### src/hw/rtl/tdf_pkg.sv
// Shared types and constants for the trial-division factorizer.
package tdf_pkg;

    // Fixed widths of the transfer payload fields
    localparam int FIELD_W = 32;

    // Default width of the arithmetic datapath
    localparam int VALUE_WIDTH_DEF = 32;

    // First trial divisor and smallest value that has a factorization
    localparam int FIRST_DIVISOR = 2;

endpackage : tdf_pkg

### src/hw/rtl/tdf_if.sv
// Valid/ready channel interfaces for the factorizer input and result streams.
interface tdf_in_if;
    import tdf_pkg::*;

    logic               valid;
    logic               ready;
    logic [FIELD_W-1:0] number;

    modport source (output valid, output number, input ready);
    modport sink   (input valid, input number, output ready);
endinterface : tdf_in_if

interface tdf_out_if;
    import tdf_pkg::*;

    logic               valid;
    logic               ready;
    logic [FIELD_W-1:0] factor;
    logic               no_factorization;
    logic               is_last;

    modport source (output valid, output factor, output no_factorization,
                    output is_last, input ready);
    modport sink   (input valid, input factor, input no_factorization,
                    input is_last, output ready);
endinterface : tdf_out_if

### src/hw/rtl/trial_division_factorizer_core.sv
// Top level of the trial-division prime factorizer.
//
// Takes one unsigned number per input transfer and returns its prime factors in
// ascending order, repeats included, one result transfer per factor; the last
// result of a run carries is_last. A number below 2 gives a single result with
// factor 0, no_factorization and is_last set. Only the low VALUE_WIDTH bits of
// the number are used. The input is not ready while a run is in progress.
// Timing: a number is taken in an idle cycle and checked in the following start
// cycle; a number below 2 is answered from the start state once the output
// register is free. Otherwise each trial is one division in the shared bit-serial
// divider: the sequencer waits in the divide state until the divider is done,
// decides in the check state, and that deciding cycle launches the next trial unless
// the run ends or an emit stalls. A number N costs roughly (p_max + f) trials, where
// p_max is the largest divisor tried (about the square root of the remaining value)
// and f the number of factors, so a 32-bit prime costs about 65536 trials. Results
// wait in a one-deep output register; a stalled sink holds the sequencer at its
// next emit.
module trial_division_factorizer_core #(
    parameter int VALUE_WIDTH = tdf_pkg::VALUE_WIDTH_DEF
) (
    input  logic i_clk,
    input  logic i_rst_n,
    tdf_in_if.sink    i_in,
    tdf_out_if.source o_out
);
    import tdf_pkg::*;

    localparam int W = VALUE_WIDTH;

    // Sequencer states
    typedef enum logic [3:0] {
        ST_IDLE  = 4'b0001,   // waiting for a number
        ST_START = 4'b0010,   // small-value check, launch first trial
        ST_DIV   = 4'b0100,   // divider running
        ST_CHECK = 4'b1000    // act on quotient and remainder
    } t_state;

    t_state r_state, n_state;

    // Value still to factor and the current trial divisor
    logic [W-1:0] r_rem, n_rem;
    logic [W-1:0] r_dvs, n_dvs;

    // Output holding register
    logic               r_out_valid, n_out_valid;
    logic [FIELD_W-1:0] r_factor, n_factor;
    logic               r_nofac, n_nofac;
    logic               r_last, n_last;

    logic         slot_free;
    logic         div_start;
    logic         div_done;
    logic [W-1:0] div_quo;
    logic [W-1:0] div_rmd;

    // Width adaptation between payload fields and the datapath
    logic [W+FIELD_W-1:0] in_wide;
    logic [W-1:0]         in_value;
    logic [W+FIELD_W-1:0] rem_wide;
    logic [W+FIELD_W-1:0] dvs_wide;

    assign in_wide  = {{W{1'b0}}, i_in.number};
    assign in_value = in_wide[W-1:0];
    assign rem_wide = {{FIELD_W{1'b0}}, r_rem};
    assign dvs_wide = {{FIELD_W{1'b0}}, r_dvs};

    // A result can be written when the register is empty or drains this cycle
    assign slot_free = !r_out_valid || o_out.ready;

    tdf_div #(
        .W (W)
    ) u_div (
        .i_clk       (i_clk),
        .i_rst_n     (i_rst_n),
        .i_start     (div_start),
        .i_dividend  (n_rem),
        .i_divisor   (n_dvs),
        .o_done      (div_done),
        .o_quotient  (div_quo),
        .o_remainder (div_rmd)
    );

    always_comb begin
        n_state     = r_state;
        n_rem       = r_rem;
        n_dvs       = r_dvs;
        n_out_valid = r_out_valid && !o_out.ready;
        n_factor    = r_factor;
        n_nofac     = r_nofac;
        n_last      = r_last;
        div_start   = 1'b0;

        unique case (r_state)
            ST_IDLE: begin
                if (i_in.valid) begin
                    n_rem   = in_value;
                    n_dvs   = W'(FIRST_DIVISOR);
                    n_state = ST_START;
                end
            end
            ST_START: begin
                if (r_rem < W'(FIRST_DIVISOR)) begin
                    // zero or one: single flagged result
                    if (slot_free) begin
                        n_out_valid = 1'b1;
                        n_factor    = '0;
                        n_nofac     = 1'b1;
                        n_last      = 1'b1;
                        n_state     = ST_IDLE;
                    end
                end else begin
                    div_start = 1'b1;
                    n_state   = ST_DIV;
                end
            end
            ST_DIV: begin
                if (div_done) begin
                    n_state = ST_CHECK;
                end
            end
            ST_CHECK: begin
                if (r_dvs > div_quo) begin
                    // divisor squared exceeds remainder: what is left is prime
                    if (slot_free) begin
                        n_out_valid = 1'b1;
                        n_factor    = rem_wide[FIELD_W-1:0];
                        n_nofac     = 1'b0;
                        n_last      = 1'b1;
                        n_state     = ST_IDLE;
                    end
                end else if (div_rmd == '0) begin
                    // divides evenly: emit divisor, keep trying it
                    if (slot_free) begin
                        n_out_valid = 1'b1;
                        n_factor    = dvs_wide[FIELD_W-1:0];
                        n_nofac     = 1'b0;
                        n_last      = 1'b0;
                        n_rem       = div_quo;
                        div_start   = 1'b1;
                        n_state     = ST_DIV;
                    end
                end else begin
                    n_dvs     = r_dvs + W'(1);
                    div_start = 1'b1;
                    n_state   = ST_DIV;
                end
            end
            default: begin
                n_state = ST_IDLE;
            end
        endcase
    end

    always_ff @(posedge i_clk) begin
        if (!i_rst_n) begin
            r_state     <= ST_IDLE;
            r_rem       <= '0;
            r_dvs       <= W'(FIRST_DIVISOR);
            r_out_valid <= 1'b0;
        end else begin
            r_state     <= n_state;
            r_rem       <= n_rem;
            r_dvs       <= n_dvs;
            r_out_valid <= n_out_valid;
        end
    end

    always_ff @(posedge i_clk) begin
        r_factor <= n_factor;
        r_nofac  <= n_nofac;
        r_last   <= n_last;
    end

    assign i_in.ready             = (r_state == ST_IDLE);
    assign o_out.valid            = r_out_valid;
    assign o_out.factor           = r_factor;
    assign o_out.no_factorization = r_nofac;
    assign o_out.is_last          = r_last;

`ifndef SYNTH
    // A flagged result is always a lone, zero-valued, last result
    a_nofac_form: assert property (@(posedge i_clk) disable iff (!i_rst_n)
        (o_out.valid && o_out.no_factorization) |-> (o_out.factor == '0 && o_out.is_last))
        else $error("no_factorization result malformed");

    // An accepted number always starts a run
    a_accept_starts: assert property (@(posedge i_clk) disable iff (!i_rst_n)
        (i_in.valid && i_in.ready) |=> (r_state == ST_START))
        else $error("accepted transfer did not start a run");

    // Trial divisor never drops below two
    a_dvs_min: assert property (@(posedge i_clk) disable iff (!i_rst_n)
        r_dvs >= W'(FIRST_DIVISOR))
        else $error("trial divisor below two");

    // The divider only finishes while the sequencer waits on it
    a_done_in_div: assert property (@(posedge i_clk) disable iff (!i_rst_n)
        div_done |-> (r_state == ST_DIV))
        else $error("divider finished outside the divide state");
`endif

endmodule : trial_division_factorizer_core

### src/hw/rtl/tdf_div.sv
// Restoring bit-serial divider: one quotient bit per cycle.
module tdf_div #(
    parameter int W = tdf_pkg::VALUE_WIDTH_DEF
) (
    input  logic         i_clk,
    input  logic         i_rst_n,
    input  logic         i_start,
    input  logic [W-1:0] i_dividend,
    input  logic [W-1:0] i_divisor,
    output logic         o_done,
    output logic [W-1:0] o_quotient,
    output logic [W-1:0] o_remainder
);
    import tdf_pkg::*;

    localparam int CNT_W = $clog2(W + 1);

    logic             r_run;
    logic [CNT_W-1:0] r_cnt;
    logic [W-1:0]     r_rem;
    logic [W-1:0]     r_quo;
    logic [W-1:0]     r_dvs;

    logic [W:0]       shifted;
    logic [W:0]       diff;
    logic             ge;

    // Bring down the next dividend bit, try the subtraction
    assign shifted = {r_rem, r_quo[W-1]};
    assign diff    = shifted - {1'b0, r_dvs};
    assign ge      = (shifted >= {1'b0, r_dvs});

    always_ff @(posedge i_clk) begin
        if (!i_rst_n) begin
            r_run <= 1'b0;
            r_cnt <= '0;
        end else if (i_start) begin
            r_run <= 1'b1;
            r_cnt <= CNT_W'(W);
        end else if (r_run && (r_cnt == '0)) begin
            r_run <= 1'b0;
        end else if (r_run) begin
            r_cnt <= r_cnt - CNT_W'(1);
        end
    end

    always_ff @(posedge i_clk) begin
        if (i_start) begin
            r_rem <= '0;
            r_quo <= i_dividend;
            r_dvs <= i_divisor;
        end else if (r_run && (r_cnt != '0)) begin
            r_rem <= ge ? diff[W-1:0] : shifted[W-1:0];
            r_quo <= {r_quo[W-2:0], ge};
        end
    end

    assign o_done      = r_run && (r_cnt == '0);
    assign o_quotient  = r_quo;
    assign o_remainder = r_rem;

endmodule : tdf_div

### src/flat_wrapper.sv
// flat-port wrapper written by rule: the top's interface ports become plain ports
module trial_division_factorizer_core_flat import tdf_pkg::*;
#(
    parameter int VALUE_WIDTH = tdf_pkg::VALUE_WIDTH_DEF
)
  (i_clk, i_rst_n, i_in_valid, i_in_number, i_in_ready, o_out_valid, o_out_factor, o_out_no_factorization, o_out_is_last, o_out_ready);
  tdf_in_if i_in_i ();
  tdf_out_if o_out_i ();
  input  logic i_clk;
  input  logic i_rst_n;
  input wire logic [$bits(i_in_i.valid)-1:0] i_in_valid;
  input wire logic [$bits(i_in_i.number)-1:0] i_in_number;
  output wire logic [$bits(i_in_i.ready)-1:0] i_in_ready;
  output wire logic [$bits(o_out_i.valid)-1:0] o_out_valid;
  output wire logic [$bits(o_out_i.factor)-1:0] o_out_factor;
  output wire logic [$bits(o_out_i.no_factorization)-1:0] o_out_no_factorization;
  output wire logic [$bits(o_out_i.is_last)-1:0] o_out_is_last;
  input wire logic [$bits(o_out_i.ready)-1:0] o_out_ready;
  assign i_in_i.valid = i_in_valid;
  assign i_in_i.number = i_in_number;
  assign i_in_ready = i_in_i.ready;
  assign o_out_valid = o_out_i.valid;
  assign o_out_factor = o_out_i.factor;
  assign o_out_no_factorization = o_out_i.no_factorization;
  assign o_out_is_last = o_out_i.is_last;
  assign o_out_i.ready = o_out_ready;
  trial_division_factorizer_core #(.VALUE_WIDTH(VALUE_WIDTH)) u_core (.i_clk(i_clk), .i_rst_n(i_rst_n), .i_in(i_in_i), .o_out(o_out_i));
endmodule
### config.mk
export PLATFORM = sky130hd
export DESIGN_NAME = trial_division_factorizer_core_flat
export DESIGN_NICKNAME = d
export VERILOG_FILES = /design/src/hw/rtl/tdf_pkg.sv /design/src/hw/rtl/tdf_if.sv /design/src/hw/rtl/trial_division_factorizer_core.sv /design/src/hw/rtl/tdf_div.sv /design/src/flat_wrapper.sv
export SDC_FILE = /design/constraint.sdc
export NUM_CORES = 1
export LEC_CHECK = 0
export BUFFER_PORTS_ARGS = -buffer_cell sky130_fd_sc_hd__buf_2
export CORE_MARGIN = 1.5
export CORE_UTILIZATION = 56
export DETAILED_ROUTE_END_ITERATION = 7
export MAX_ROUTING_LAYER = met4
export PLACE_DENSITY = 0.85
export RECOVER_POWER = 50
export SETUP_SLACK_MARGIN = 0.5
export SKIP_CTS_REPAIR_TIMING = 1
export SYNTH_ARGS = -nofsm -noshare
export SYNTH_HDL_FRONTEND = slang
export SYNTH_SLANG_ARGS = --single-unit
export TNS_END_PERCENT = 5
### constraint.sdc
create_clock -name i_clk -period 3.6 [get_ports i_clk]
set_input_delay 0 -clock i_clk [delete_from_list [all_inputs] [get_ports i_clk]]
set_output_delay 0 -clock i_clk [all_outputs]
set_load 0.02 [all_outputs]
* Word level (Yosys, flattened, before mapping) *
Cells that the tools add are included.
W data, S select, Z words.

word-level totals
  flip-flop bits (word level) = 206
  word-level logic and storage cells = 108

cells by class
  $add $sub $neg = 3
  magnitude comparators = 3
  eq/ne operators = 13
  mux-type cells = 54
  bitwise operators = 2
  reduce and logical (&&, ||, !) cells = 20

operators with widths
  kind                     count
  $mux W32                 16
  $pmux W32 S2             3
  $ge A33 B32 Y1           1
  $add A32 B1 Y32 const B  1
  $gt A32 B32 Y1           1
  $logic_not A32 Y1        1
  $lt A32 B2 Y1 const B    1
  $sub A32 B32 Y32         1
  $mux W4                  7
  $mux W1                  20
  $mux W6                  3
  $pmux W4 S4              1
  $ne A2 B1 Y1 const B     5
  $pmux W1 S2              4
  $reduce_and A4 Y1        2
  $reduce_bool A2 Y1       4
  $logic_not A6 Y1         1
  $ne A3 B1 Y1 const B     2
  $reduce_bool A6 Y1       1
  $sub A6 B1 Y6 const B    1
  $reduce_and A5 Y1        1
  $eq A4 B1 Y1 const B     1
  $eq A4 B2 Y1 const B     1
  $eq A4 B3 Y1 const B     1
  other kinds (10)         15

* Depth between registers and ports, before layout *
  word-level depth = 8
  mapped depth = 12
  gate-level depth less buffers = 11

* Modules after synthesis *
From an unflattened synthesis, not the netlist that was laid out.

second synthesis, totals
  cell total of the unflattened synthesis = 1398
  area, all modules = 12582.1 µm²

by module, submodules not included
  module                          instances  cells an instance  area an instance (µm²)  sequential area each (µm²)
  trial_division_factorizer_core  1          802                6690.2                  2402.3
  tdf_div                         1          596                5891.9                  2702.6

* Worst setup path before layout *
OpenSTA, ideal clock, no wires.

  path kind = reg-to-reg
  start point = register u_core.u_div.r_quo[30] (netlist: u_core.u_div.o_quotient[30])
  end point = register u_core.r_factor[0] (netlist: u_core.o_out.factor[0]), enable pin
  setup time = 0.421 ns
  arrival time = 3.486 ns
  required time = 3.179 ns
  setup slack = -0.307 ns
  stages on the path, launching flop included = 12
  buffers on the path = 1
  period minus slack after synthesis = 3.907 ns
  path through = edfxtp_1 > inv_1 > ha_1 > nand4_1 > nor4_2 > nand2b_1 > a31oi_4 > nor3_4 > buf_4 > nor2_1 > nor2b_1 > nor2_1

on the way
  longest elaborated chain between the ends = 3

ends and longest elaborated chain
  item                         RTL line                               source
  from (decl)                  tdf_div.sv:21                          logic [W-1:0] r_quo;
  from (signal assigned)       tdf_div.sv:50                          r_quo <= i_dividend;
  from (signal assigned)       tdf_div.sv:54                          r_quo <= {r_quo[W-2:0], ge};
  $gt A32 B32 Y1               trial_division_factorizer_core.sv:122  if (r_dvs > div_quo) begin
  $ne A3 B1 Y1 (no line)       -
  $reduce_and A5 Y1 (no line)  -
  to (signal assigned)         trial_division_factorizer_core.sv:169  r_factor <= n_factor;
  to (decl)                    trial_division_factorizer_core.sv:46   logic [FIELD_W-1:0] r_factor, n_factor;

No other way between the ends.
A chain may end at the register's enable or synchronous reset.

* Final worst setup path *
  start point = register u_core.u_div.r_quo[14] (netlist: u_core.u_div.o_quotient[14])
  end point = register u_core.u_div.r_dvs[9], data pin

on the way
  longest elaborated chain between the ends = 3

ends and longest elaborated chain
  item                  RTL line                               source
  $gt A32 B32 Y1        trial_division_factorizer_core.sv:122
  $mux W32              trial_division_factorizer_core.sv:122
  $pmux W32 S2          trial_division_factorizer_core.sv:93   unique case (r_state)
  via u_core.n_dvs[9]   trial_division_factorizer_core.sv:42   logic [W-1:0] r_dvs, n_dvs;
  to (signal assigned)  tdf_div.sv:51                          r_dvs <= i_divisor;
  to (decl)             tdf_div.sv:22                          logic [W-1:0] r_dvs;

The timed path passes the listed nets, and every way through them passes these cells.

==> qor.csv <==
stage;metric;value;unit
run_status;outcome;complete, but fails checks;
critical_path;cp_data_required_time;3850;ps
global_routing;grt_max_degree;64;
cts;clkSinkCount;206;
cts;clockBufferDepth;3;
synth;synth_flop_cell;dfxtp_1;
die;die_h;151;um
cts;clkTransAtPathRegs;60;ps
global_routing;top_usage_layer;met2;
synth;ys_warn_count;0;
finish;drive_above_1_share;12.1;%
placement;dpl.hpwl;23500;um
critical_path;path_cells;inv_1 -> ha_1 -> a21oi_1 -> nand2_1 -> a221oi_1 -> a31oi_4 -> nor3_1 -> buf_6 -> and4_1 -> o21ai_0 -> a22o_1;
timing;slew_headroom;39.7;%
finish;finalCoreUtilization;67.8;%
critical_path;slowest_delay;450;ps
finish;nets;1620;
detailed_routing;wire_per_inst;20.1;um
synth;ys_seq_area_share;41.9;%
critical_path;worstPathArrival;3580;ps
die;core_area;21200;um^2
synth;synth_enable_flop_cells;98;
cts;clock_latency;540;ps
finish;area_growth;18.0;%
timing;setup_tns;0;ps
timing;period_minus_slack;3330;ps
synth;synth_fp_nets;1493;
global_routing;antenna_found_initial;1;
cts;cts-root-buf;clkbuf_16;
global_routing;globalRouteMet2Util;47.6;%
synth;avgSynthCellArea;8.78;um^2
die;initial_core_util;57.5;%
synth;async_flop_share;0;%
timing;worst_pin_slew;897;ps
global_routing;grt_pass1_vias;10519;
synth;netlist_top_cells_area;edfxtp_1 24%, dfxtp_1 18%, a21oi_1 7.5%;
detailed_routing;dr.pass1.iters;8;
finish;design_area;14400;um^2
min_path;hp-class;in -> reg;
critical_path;cpLargestDelayFamily;compound AO/OA/AOI/OAI gates;
power;vdd_drop_max;372;uV
global_routing;use_met1;40.6;%
cts;htreeDepth;1;
power;p_total;0.00759;W
cts;cts_buffers;23;
critical_path;rr_startpoint;u_core.u_div.o_quotient[14];
detailed_routing;initialDrtViolationCount;1139;
run;max_cap_viol_count;0;
timing;rsz0062_at_grt;yes;
critical_path;critPathMaxFanout;34;
critical_path;worst_setup_path_end_kind;flip-flop;
min_path;hp-start;i_in_number[15];
global_routing;use_met3;4.67;%
synth;synth_top_area_share;24.1;%
timing;hold_viol_final;1;
global_routing;grt_usage;30.6;%
synth;netlist_instances;1389;
critical_path;worst_setup_path_start_kind;flip-flop;
timing;fmax;300;MHz
timing;whs;-13.7;ps
power;p_per_area;528;nW/um^2
detailed_routing;avgViaCountPerCell;6.54;
detailed_routing;vias;11835;
synth;synth_area_leader_cell;edfxtp_1;
run_status;violations;hold timing;
detailed_routing;drc;0;
die;die-area;22700;um^2
placement;gp_congestion;0.940;
critical_path;worst_path_max_delay_cell;a221oi_1;
synth;syn_area;12200;um^2
detailed_routing;ant_nets;0;
critical_path;crit_buf_inv;2;
die;ioPinCount;72;
power;leakagePower;5.61;nW
synth;ys_ff_latch;206;
critical_path;path_class;reg -> reg;
timing;finClkSkew;28.9;ps
synth;yosysUniqueCellTypes;70;
placement;io_buffers;71;
placement;placed_area;13000;um^2
cts;cts_tree;done;
timing;slew_violations;0;
timing;fin_crit_sh;92.5;%
die;die_w;151;um
finish;fill_cells;1641;
detailed_routing;totalWireLength;36400;um
global_routing;grt_pass1_wl;53900;um
critical_path;critPathLaunch;u_core.u_div.o_quotient[14];
timing;finalSetupViolCount;0;
die;num_rows;53;
global_routing;grt_overflow;0;
==> cell usage in the layout (no fill, tap or decap), drive strengths merged, types with 35 or more instances in the layout <==
cell,synthesis,layout
a21oi,184,185
dfxtp,108,108
nor2,148,149
buf,25,104
a31oi,35,35
a22o,35,35
clkbuf,55,74
inv,84,87
ha,67,67
edfxtp,98,98
nand2,107,107
o21ai,81,81
==> registers in the layout, indices dropped and copies added (netlist names) <==
name / cells
u_core.u_div.r_cnt: 6
u_core.u_div.r_dvs: 32
u_core.o_out.no_factorization: 1
u_core.o_out.factor: 32
u_core.r_rem: 32
u_core.r_dvs: 32
u_core.o_out.valid: 1
u_core.u_div.o_quotient: 32
u_core.u_div.o_remainder: 32
u_core.o_out.is_last: 1
u_core.r_state: 4
u_core.u_div.r_run: 1
==> report_power, final <==
group	leakage, nW	switching, W	total [W]	internal [W]
logic	3.44	0.00129	0.00234	0.00105
clock network	0.372	0.00101	0.00239	0.00137
registers	1.80	0.000231	0.00287	0.00264
==> synth_stat cells, types with 7 or more instances <==
cell type,number
and3_1,20
o31ai_1,13
or3_1,12
nor3_1,21
a21o_1,13
nand3_1,20
a211oi_1,32
dfxtp_1,108
inv_1,82
nor2_1,146
xnor2_1,22
a21oi_1,182
nand2b_1,13
xor2_1,7
a22o_1,35
buf_2,19
nand4b_1,7
and4_1,8
o211ai_1,8
and2_1,15
nor2b_1,9
mux2i_1,26
o21a_1,9
a311oi_1,7
nand4_1,26
nor4_1,17
ha_1,67
nand2_1,107
a31oi_1,34
edfxtp_1,98
clkbuf_1,55
o21ai_0,81
==> final cells by class <==
class	count	area (um^2)	area share, %
Clock buffer	31	616	4.28
Sequential cell	206	5110	35.5
Antenna cell	1	2.50	0.0174
Tap cell	275	344	2.39
Clock inverter	11	141	0.982
Timing Repair Buffer	180	1290	8.98
Multi-Input combinational cell	1021	6570	45.7
Inverter	84	318	2.21
==> routing by layer <==
layer / share of wire (%) / vias up
li1: - / 5403
met1: 39 / 5458
met2: 46 / 815
met3: 11 / 159
met4: 4.7 / 0
met5: 0 / -
==> kinds of logic after synthesis <==
family / synth area share, %
xor+xnor: 2.08
simple gates: 18.2
fa+ha+maj: 7.04
mux: 2.13
flops: 41.9
buf+inv: 5.33
compound gates: 23.4
==> tightest hold or removal path: stages <==
cell and delay (ps):
buf_2 90, a22o_1 140, a21oi_2 50, buf_4 130, nor2_1 80
==> path summary, 6_finish.rpt <==
check                     endpoint  slack [ps]  cells past startpoint
max reg2reg  u_core.u_div.r_dvs[9]         270                     11
max          u_core.u_div.r_dvs[9]         270                     11
min               u_core.r_rem[15]         -10                      5
min reg2reg  u_core.u_div.r_cnt[1]         520                      2
==> through the flow <==
step	worst slack, ps	cells	hold slack (ps)
global placement	345	1707	332
global route	136	1809	14.9
finish	272	1809	-13.7
CTS	227	1749	-213
detailed placement	258	1707	343
floorplan	533	1389	179
No activity file was read; power rests on OpenSTA's default activity.
